===== src/rtl/dsvd_pkg.sv =====
// ----------------------------------------------------------------------------
// dsvd_pkg
// shared codes and types of the shielded voice stream decoder
// ----------------------------------------------------------------------------
package dsvd_pkg;

    // shield and escape codes
    localparam logic [7:0] DLE_BYTE        = 8'h10;
    localparam logic [7:0] ETX_BYTE        = 8'h03;
    localparam logic [7:0] DTMF_START_CODE = 8'h2F;  // '/'
    localparam logic [7:0] DTMF_END_CODE   = 8'h7E;  // '~'

    // action codes
    localparam logic ACT_BYTE  = 1'b0;
    localparam logic ACT_CLEAR = 1'b1;

    // event kinds
    localparam logic [2:0] EV_NONE  = 3'd0;
    localparam logic [2:0] EV_DCE   = 3'd1;
    localparam logic [2:0] EV_DIGIT = 3'd2;
    localparam logic [2:0] EV_END   = 3'd3;
    localparam logic [2:0] EV_START = 3'd4;

    // decoder state carried between bytes
    typedef struct packed {
        logic       pending_escape;
        logic       dtmf_active;
        logic [7:0] last_digit;
    } dsvd_state_t;

    // one result transaction
    typedef struct packed {
        logic       data_valid;
        logic [7:0] data_byte;
        logic [2:0] event_kind;
        logic [7:0] event_code;
        logic       interrupt;
        logic       dtmf_on;
        logic [7:0] current_digit;
    } dsvd_result_t;

    // DTMF digit characters: 0-9, A-D, # and *
    function automatic logic is_digit_code(input logic [7:0] c);
        logic hit;
        hit = 1'b0;
        case (c) inside
            [8'h30:8'h39], [8'h41:8'h44], 8'h23, 8'h2A: hit = 1'b1;
            default: hit = 1'b0;
        endcase
        return hit;
    endfunction

    // codes reported as DCE events
    function automatic logic is_known_dce(input logic [7:0] c);
        logic hit;
        hit = 1'b0;
        case (c) inside
            ETX_BYTE, 8'h64, 8'h52, 8'h61, 8'h63, 8'h65, 8'h68, 8'h48,
            8'h73, 8'h62, 8'h40, DTMF_START_CODE, DTMF_END_CODE: hit = 1'b1;
            default: hit = is_digit_code(c);
        endcase
        return hit;
    endfunction

endpackage


===== src/rtl/dsvd_decode.sv =====
// ----------------------------------------------------------------------------
// dsvd_decode
// per-byte shield decode: result fields and next decoder state
// ----------------------------------------------------------------------------
module dsvd_decode
    import dsvd_pkg::*;
(
    input  logic         action,
    input  logic [7:0]   rx_byte,
    input  dsvd_state_t  state_cur,
    output dsvd_state_t  state_next,
    output dsvd_result_t result
);

    logic       dv;
    logic [7:0] db;
    logic [2:0] kind;
    logic [7:0] code;
    logic       irq;

    // escape and DTMF tracking rules
    always_comb begin
        state_next = state_cur;
        dv         = 1'b0;
        db         = '0;
        kind       = EV_NONE;
        code       = '0;
        irq        = 1'b0;
        if (action == ACT_CLEAR) begin
            state_next.dtmf_active = 1'b0;
            state_next.last_digit  = '0;
        end else if (!state_cur.pending_escape) begin
            if (rx_byte != DLE_BYTE) begin
                dv = 1'b1;
                db = rx_byte;
            end else begin
                state_next.pending_escape = 1'b1;
            end
        end else begin
            state_next.pending_escape = 1'b0;
            if (rx_byte == DLE_BYTE) begin
                dv = 1'b1;
                db = DLE_BYTE;
            end else if (rx_byte == DTMF_START_CODE) begin
                state_next.dtmf_active = 1'b1;
                kind = EV_START;
                code = rx_byte;
            end else if (rx_byte == DTMF_END_CODE) begin
                state_next.dtmf_active = 1'b0;
                state_next.last_digit  = '0;
                kind = EV_END;
                code = rx_byte;
                irq  = 1'b1;
            end else if (state_cur.dtmf_active && is_digit_code(rx_byte)) begin
                // a repeat of the tracked digit stays silent
                if (state_cur.last_digit != rx_byte) begin
                    state_next.last_digit = rx_byte;
                    kind = EV_DIGIT;
                    code = rx_byte;
                    irq  = 1'b1;
                end
            end else if (is_known_dce(rx_byte)) begin
                kind = EV_DCE;
                code = rx_byte;
                irq  = 1'b1;
            end
        end
    end

    // pack the result
    always_comb begin
        result.data_valid    = dv;
        result.data_byte     = db;
        result.event_kind    = kind;
        result.event_code    = code;
        result.interrupt     = irq;
        result.dtmf_on       = state_next.dtmf_active;
        result.current_digit = state_next.last_digit;
    end

endmodule


===== src/rtl/dle_shielded_voice_stream_decoder.sv =====
// ----------------------------------------------------------------------------
// dle_shielded_voice_stream_decoder
// removes DLE shielding from a modem receive stream and reports DCE/DTMF events
// ----------------------------------------------------------------------------
// channel  | direction | handshake          | payload
// s_       | in        | s_valid / s_ready  | s_action, s_rx_byte
// m_       | out       | m_valid / m_ready  | m_data_valid, m_data_byte, m_event_kind,
//          |           |                    | m_event_code, m_interrupt, m_dtmf_on,
//          |           |                    | m_current_digit
//
// one transaction per cycle sustained while m_ready is high; the path is an input
// register, then decode into the result register
// decoder state updates when a byte moves from the input to the result register
// synchronous active-low reset clears valids and decoder state
// a stalled m_ side holds the result; the input register still takes one more
// transaction, after that s_ready follows m_ready
// ----------------------------------------------------------------------------
module dle_shielded_voice_stream_decoder
    import dsvd_pkg::*;
(
    input  logic       aclk,
    input  logic       aresetn,
    input  logic       s_valid,
    output logic       s_ready,
    input  logic       s_action,
    input  logic [7:0] s_rx_byte,
    output logic       m_valid,
    input  logic       m_ready,
    output logic       m_data_valid,
    output logic [7:0] m_data_byte,
    output logic [2:0] m_event_kind,
    output logic [7:0] m_event_code,
    output logic       m_interrupt,
    output logic       m_dtmf_on,
    output logic [7:0] m_current_digit
);

    logic         in_valid_reg;
    logic         in_action_reg;
    logic [7:0]   in_byte_reg;
    dsvd_state_t  state_reg;
    dsvd_state_t  state_next;
    logic         out_valid_reg;
    dsvd_result_t out_reg;
    dsvd_result_t result_next;
    logic         advance;

    // handshake control
    assign advance = in_valid_reg && (!out_valid_reg || m_ready);
    assign s_ready = !in_valid_reg || advance;

    // input register
    always_ff @(posedge aclk) begin
        if (!aresetn) begin
            in_valid_reg <= 1'b0;
        end else if (s_ready) begin
            in_valid_reg <= s_valid;
        end
    end

    always_ff @(posedge aclk) begin
        if (s_valid && s_ready) begin
            in_action_reg <= s_action;
            in_byte_reg   <= s_rx_byte;
        end
    end

    // decode
    dsvd_decode u_decode (
        .action     (in_action_reg),
        .rx_byte    (in_byte_reg),
        .state_cur  (state_reg),
        .state_next (state_next),
        .result     (result_next)
    );

    // decoder state
    always_ff @(posedge aclk) begin
        if (!aresetn) begin
            state_reg <= '0;
        end else if (advance) begin
            state_reg <= state_next;
        end
    end

    // result register
    always_ff @(posedge aclk) begin
        if (!aresetn) begin
            out_valid_reg <= 1'b0;
        end else if (advance) begin
            out_valid_reg <= 1'b1;
        end else if (m_ready) begin
            out_valid_reg <= 1'b0;
        end
    end

    always_ff @(posedge aclk) begin
        if (advance) begin
            out_reg <= result_next;
        end
    end

    // output ports
    assign m_valid         = out_valid_reg;
    assign m_data_valid    = out_reg.data_valid;
    assign m_data_byte     = out_reg.data_byte;
    assign m_event_kind    = out_reg.event_kind;
    assign m_event_code    = out_reg.event_code;
    assign m_interrupt     = out_reg.interrupt;
    assign m_dtmf_on       = out_reg.dtmf_on;
    assign m_current_digit = out_reg.current_digit;

endmodule


===== config.mk =====
export PLATFORM = sky130hd
export DESIGN_NAME = dle_shielded_voice_stream_decoder
export DESIGN_NICKNAME = d
export VERILOG_FILES = /design/src/rtl/dsvd_pkg.sv /design/src/rtl/dsvd_decode.sv /design/src/rtl/dle_shielded_voice_stream_decoder.sv
export SDC_FILE = /design/constraint.sdc
export NUM_CORES = 1
export LEC_CHECK = 0
export BUFFER_PORTS_ARGS = -buffer_cell sky130_fd_sc_hd__buf_4
export CAP_MARGIN = 20
export CORE_ASPECT_RATIO = 0.75
export CORE_MARGIN = 2
export CORE_UTILIZATION = 50
export DETAILED_ROUTE_END_ITERATION = 16
export PLACE_DENSITY_LB_ADDON = 0.15
export RECOVER_POWER = 50
export SYNTH_ARGS = -nofsm -noshare
export SYNTH_HDL_FRONTEND = slang
export SYNTH_HIERARCHICAL = 1
export SYNTH_SLANG_ARGS = --single-unit

===== constraint.sdc =====
create_clock -name aclk -period 2.35 [get_ports aclk]
set_clock_uncertainty 0.15 [all_clocks]
set_input_delay 0.1175 -clock aclk [delete_from_list [all_inputs] [get_ports aclk]]
set_output_delay 0.1175 -clock aclk [all_outputs]
set_load 0.03 [all_outputs]

Word level (Yosys, flattened, before mapping) --
Cells that the tools add are included.
Word-level totals: register bits 51, word-level logic and storage cells 100
Cells by class: magnitude comparators 4, equality and inequality tests 18, mux-type cells 46, bitwise operators 2, reductions and logical operators 15
Operators by type and width (count):
- $eq 8x7->1 const B | 11
- $mux 8 | 11
- $mux 1 | 27
- $mux 9 | 3
- $eq 8x6->1 const B | 3
- $reduce_or 13->1 | 1
- $mux 3 | 3
- $eq 8x2->1 const B | 1
- $eq 8x5->1 const B | 1
- $ge 8x6->1 const B | 1
- $ge 8x7->1 const B | 1
- $le 8x6->1 const B | 1
- $le 8x7->1 const B | 1
- $ne 8x5->1 const B | 1
- $ne 8x8->1 | 1
- $reduce_or 4->1 | 2
- $logic_and 1x1->1 | 5
- $mux 5 | 1
- $reduce_or 3->1 | 1
- $logic_not 1->1 | 2
- $logic_or 1x1->1 | 2
- $mux 2 | 1
- $not 1->1 | 2
- $reduce_and 2->1 | 1
- $reduce_bool 2->1 | 1

Depth between registers and ports, before layout --
word-level depth 20, mapped depth 11, depth with buffers taken out 8

Cells and area by module --
Netlist, hierarchy kept.
Modules (own cells, without submodules):
- dle_shielded_voice_stream_decoder | instances 1, cells an instance 91, area an instance 1672.9 µm², seq. area each 1411.4 µm²
- dsvd_decode | instances 1, cells an instance 142, area an instance 970.9 µm², seq. area each 0.0 µm²

Worst setup path before layout --
OpenSTA, ideal clock, no wires.
path kind flip-flop to flip-flop, from register in_byte_reg[2], to register state_reg[2] in the netlist's numbering, library setup time 0.123 ns, arrival time 1.943 ns, required time 2.077 ns, setup slack 0.134 ns, cell stages (with the launch flop) 12, path buffers 3, cells stage by stage edfxtp_1 buf_2 nor4b_2 nand2_1 and4b_1 buf_6 and3_1 a21oi_1 o211ai_1 buf_4 nand2_1 mux2i_1
RTL lines:
- start, declared | RTL line dle_shielded_voice_stream_decoder.sv:40 | logic [7:0] in_byte_reg;
- start signal, assigned | RTL line dle_shielded_voice_stream_decoder.sv:64 | in_byte_reg <= s_rx_byte;
- end signal, assigned | RTL line dle_shielded_voice_stream_decoder.sv:82 | state_reg <= state_next;
- end, declared | RTL line dle_shielded_voice_stream_decoder.sv:41 | dsvd_state_t state_reg;

==> flow_summary.json <==
{
  "setup_viol": 0,
  "ys_types": 52,
  "grt_overflow": 0,
  "grt_max_degree": 40,
  "core-area_um2": 4980,
  "max_slew.worst_pin.slew_ns": 0.544,
  "totalNegativeSetupSlack_ns": 0,
  "syn_nets": 247,
  "wl_per_cell_um": 13.9,
  "ys.warnings.count": 6,
  "clkSlewWorstSetupHoldPaths_ns": 0.09,
  "finalMaxSlewViolations": 0,
  "syn_area_um2": 2640,
  "cts.sink_count": 51,
  "num-nets-final": 320,
  "n_fill_cell": 391,
  "synth.avg_cell_area_um2": 11.3,
  "die_w_um": 88.0,
  "diodes": 0,
  "antenna_found_initial": 0,
  "drt-vias-per-instance": 5.18,
  "startpoint_type": "flop",
  "gp_congestion": 0.826,
  "muxShareOfSynthArea_pct": 4.21,
  "drt-pass1-iter-count": 4,
  "fin_area_um2": 3320,
  "synth_compound_area_share_pct": 9.32,
  "hold_violations": 0,
  "grt_pass1_wl_mm": 8.48,
  "h-tree-depth": 2,
  "dp_hpwl_mm": 3.72,
  "synth_top_family_by_area": "simple AND/OR/NAND/NOR gates",
  "synth_xor_area_share_pct": 2.65,
  "fmax_mhz": 429,
  "post-place-cells": 349,
  "worstSetupPathType": "reg -> reg",
  "drv_cap": 0,
  "boundaryPins": 45,
  "hold_path_class": "in -> reg",
  "worstPathRequired_ns": 2.38,
  "syn2layout_area_growth_pct": 25.7,
  "clock_latency_ns": 0.30,
  "status": "finished clean",
  "period_needed_ns": 2.33,
  "die_area_um2": 5890,
  "initial_core_util_pct": 53.1,
  "syn_inst": 233,
  "grt_use_total_pct": 19.1,
  "vdd_drop_max_mv": 0.459,
  "dpl-instance-area_um2": 3050,
  "routed_wl_mm": 5.28,
  "rsz0062_at_grt": "yes",
  "cts_tree": "yes",
  "synth_seq_area_share_pct": 53.4,
  "p_per_area_nw_per_um2": 528,
  "via_count": 1964,
  "drt_iter0_markers": 82,
  "seqCellArea_um2": 1410,
  "grt_pass1_vias": 1760,
  "crit_arrival_ns": 2.36,
  "fin_cells": 379,
  "drive_above_1_share_pct": 26.7,
  "ant_nets": 0,
  "largest_register_ffs": 10,
  "min_period_over_period_pct": 99.2,
  "rows": 22,
  "synthSimpleGateAreaFrac_pct": 21.2,
  "io_buffer_count": 44,
  "synth_adder_area_share_pct": 0.473,
  "end_kind": "flop",
  "cts_buffers": 5,
  "synth-seq-cells": 51,
  "cts_max_path_buffers": 2,
  "cp_max_fo": 7,
  "slew_headroom_pct": 63.7,
  "multi_input_area_um2": 1110,
  "cts-root-buf": "clkbuf_8",
  "dieHeight_um": 67.0,
  "postLayoutCoreUtil_pct": 66.7,
  "leakagePower_nw": 1.16,
  "drc_errors": 0,
  "total_power_mw": 1.75
}
[report_power, final]
part	internal (mW)	leakage, nW	switching [mW]
Clock	0.204	0.0403	0.274
Sequential	1.00	0.464	0.0225
Combinational	0.101	0.655	0.148
[final timing paths]
check | from | end | slack [ns] | depth (start not counted)
setup reg to reg | in_byte_reg[2] | state_reg[4] | 0.02 | 8
hold reg to reg | state_reg[3] | state_reg[3] | 0.35 | 2
setup / recovery | in_byte_reg[2] | state_reg[4] | 0.02 | 8
hold / removal | aresetn | m_valid | 0.01 | 2
[routing by layer]
| metal | track usage (%) | up-vias | share of wire, % |
|---|---|---|---|
| met5 | 0 | - | 0 |
| met4 | 6.54 | 0 | 1.3 |
| met3 | 4.58 | 7 | 4.8 |
| met2 | 29.2 | 53 | 45 |
| met1 | 26.5 | 930 | 49 |
| li1 | - | 974 | - |
[per-stage QoR]
stage                     worst slack, ns  hold slack [ns]
final                              0.0185           0.0142
after floorplan                     0.134           0.0664
after global placement             0.0860            0.146
after global routing              -0.0981           0.0175
after CTS                          0.0755           0.0160
after detailed placement         -0.00728            0.147
[synthesized netlist by cell type, drive strengths merged]
cell / count / area share, %
xor2: 1 / 0.33
o21a: 1 / 0.28
nand2b: 1 / 0.24
inv: 4 / 0.57
edfxtp: 39 / 44
mux2: 1 / 0.43
conb: 1 / 0.14
o21ai: 9 / 1.8
a22o: 5 / 1.7
nand2: 35 / 5.1
and2b: 2 / 0.57
nor4: 3 / 0.95
a21o: 1 / 0.28
nor3: 9 / 1.7
and3: 2 / 0.47
nor3b: 2 / 0.57
mux2i: 10 / 3.8
and4bb: 1 / 0.47
a31oi: 4 / 0.95
o2111ai: 1 / 0.33
nor4b: 4 / 2.6
nor2: 7 / 0.99
ha: 1 / 0.47
o211ai: 1 / 0.28
nand3: 7 / 1.3
and2: 10 / 2.4
o21bai: 1 / 0.28
a21boi: 2 / 0.85
dfxtp: 12 / 9.1
xnor2: 7 / 2.3
nor2b: 5 / 1.8
and4: 1 / 0.38
a211oi: 1 / 0.28
a21oi: 9 / 1.7
or3: 2 / 0.47
a221oi: 1 / 0.57
buf: 24 / 7.6
and4b: 1 / 0.38
clkbuf: 2 / 0.47
nand4b: 1 / 0.33
nand4: 2 / 0.47
[cell usage in the layout, fill, tap and decap left out, drive strengths merged, types with 10 or more instances in the layout]
cell type,instances
buf,40
edfxtp,39
nand2,35
dfxtp,12
and2,10
dlygate4sd3,11
clkbuf,47
mux2i,10
[layout make-up]
cell class / count / area share [%]
clock inverter: 2 / 0.226
timing repair buffer: 92 / 18.4
multi-input combinational: 152 / 33.5
inverter: 4 / 0.452
sequential: 51 / 42.5
clock buffer: 6 / 2.18
tap: 72 / 2.71
[cells by family after synthesis]
family,after synthesis
buffers and inverters,30
other,1
flip-flops,51
multiplexers,11
AND/OR/NAND/NOR,95
adder cells (fa/ha/maj),1
AO/OA/AOI/OAI,36
XOR/XNOR,8
[critical path, stage by stage (launching register included)]
cell,delay [ns]
edfxtp_1,0.49
and4bb_1,0.37
a221oi_4,0.10
nor4b_4,0.38
o21ai_2,0.15
a21o_1,0.22
a22o_1,0.22
nand2_1,0.07
mux2i_1,0.06
[what timing repair did]
action	CTS	global route
hold buffers	11	0
endpoints found under the hold margin	11	0
gates resized for setup	0	24
setup buffers	2	9
pin swaps	0	8
setup endpoints to repair	3	22
gates cloned	0	0
No activity file was read; power rests on OpenSTA's default activity.
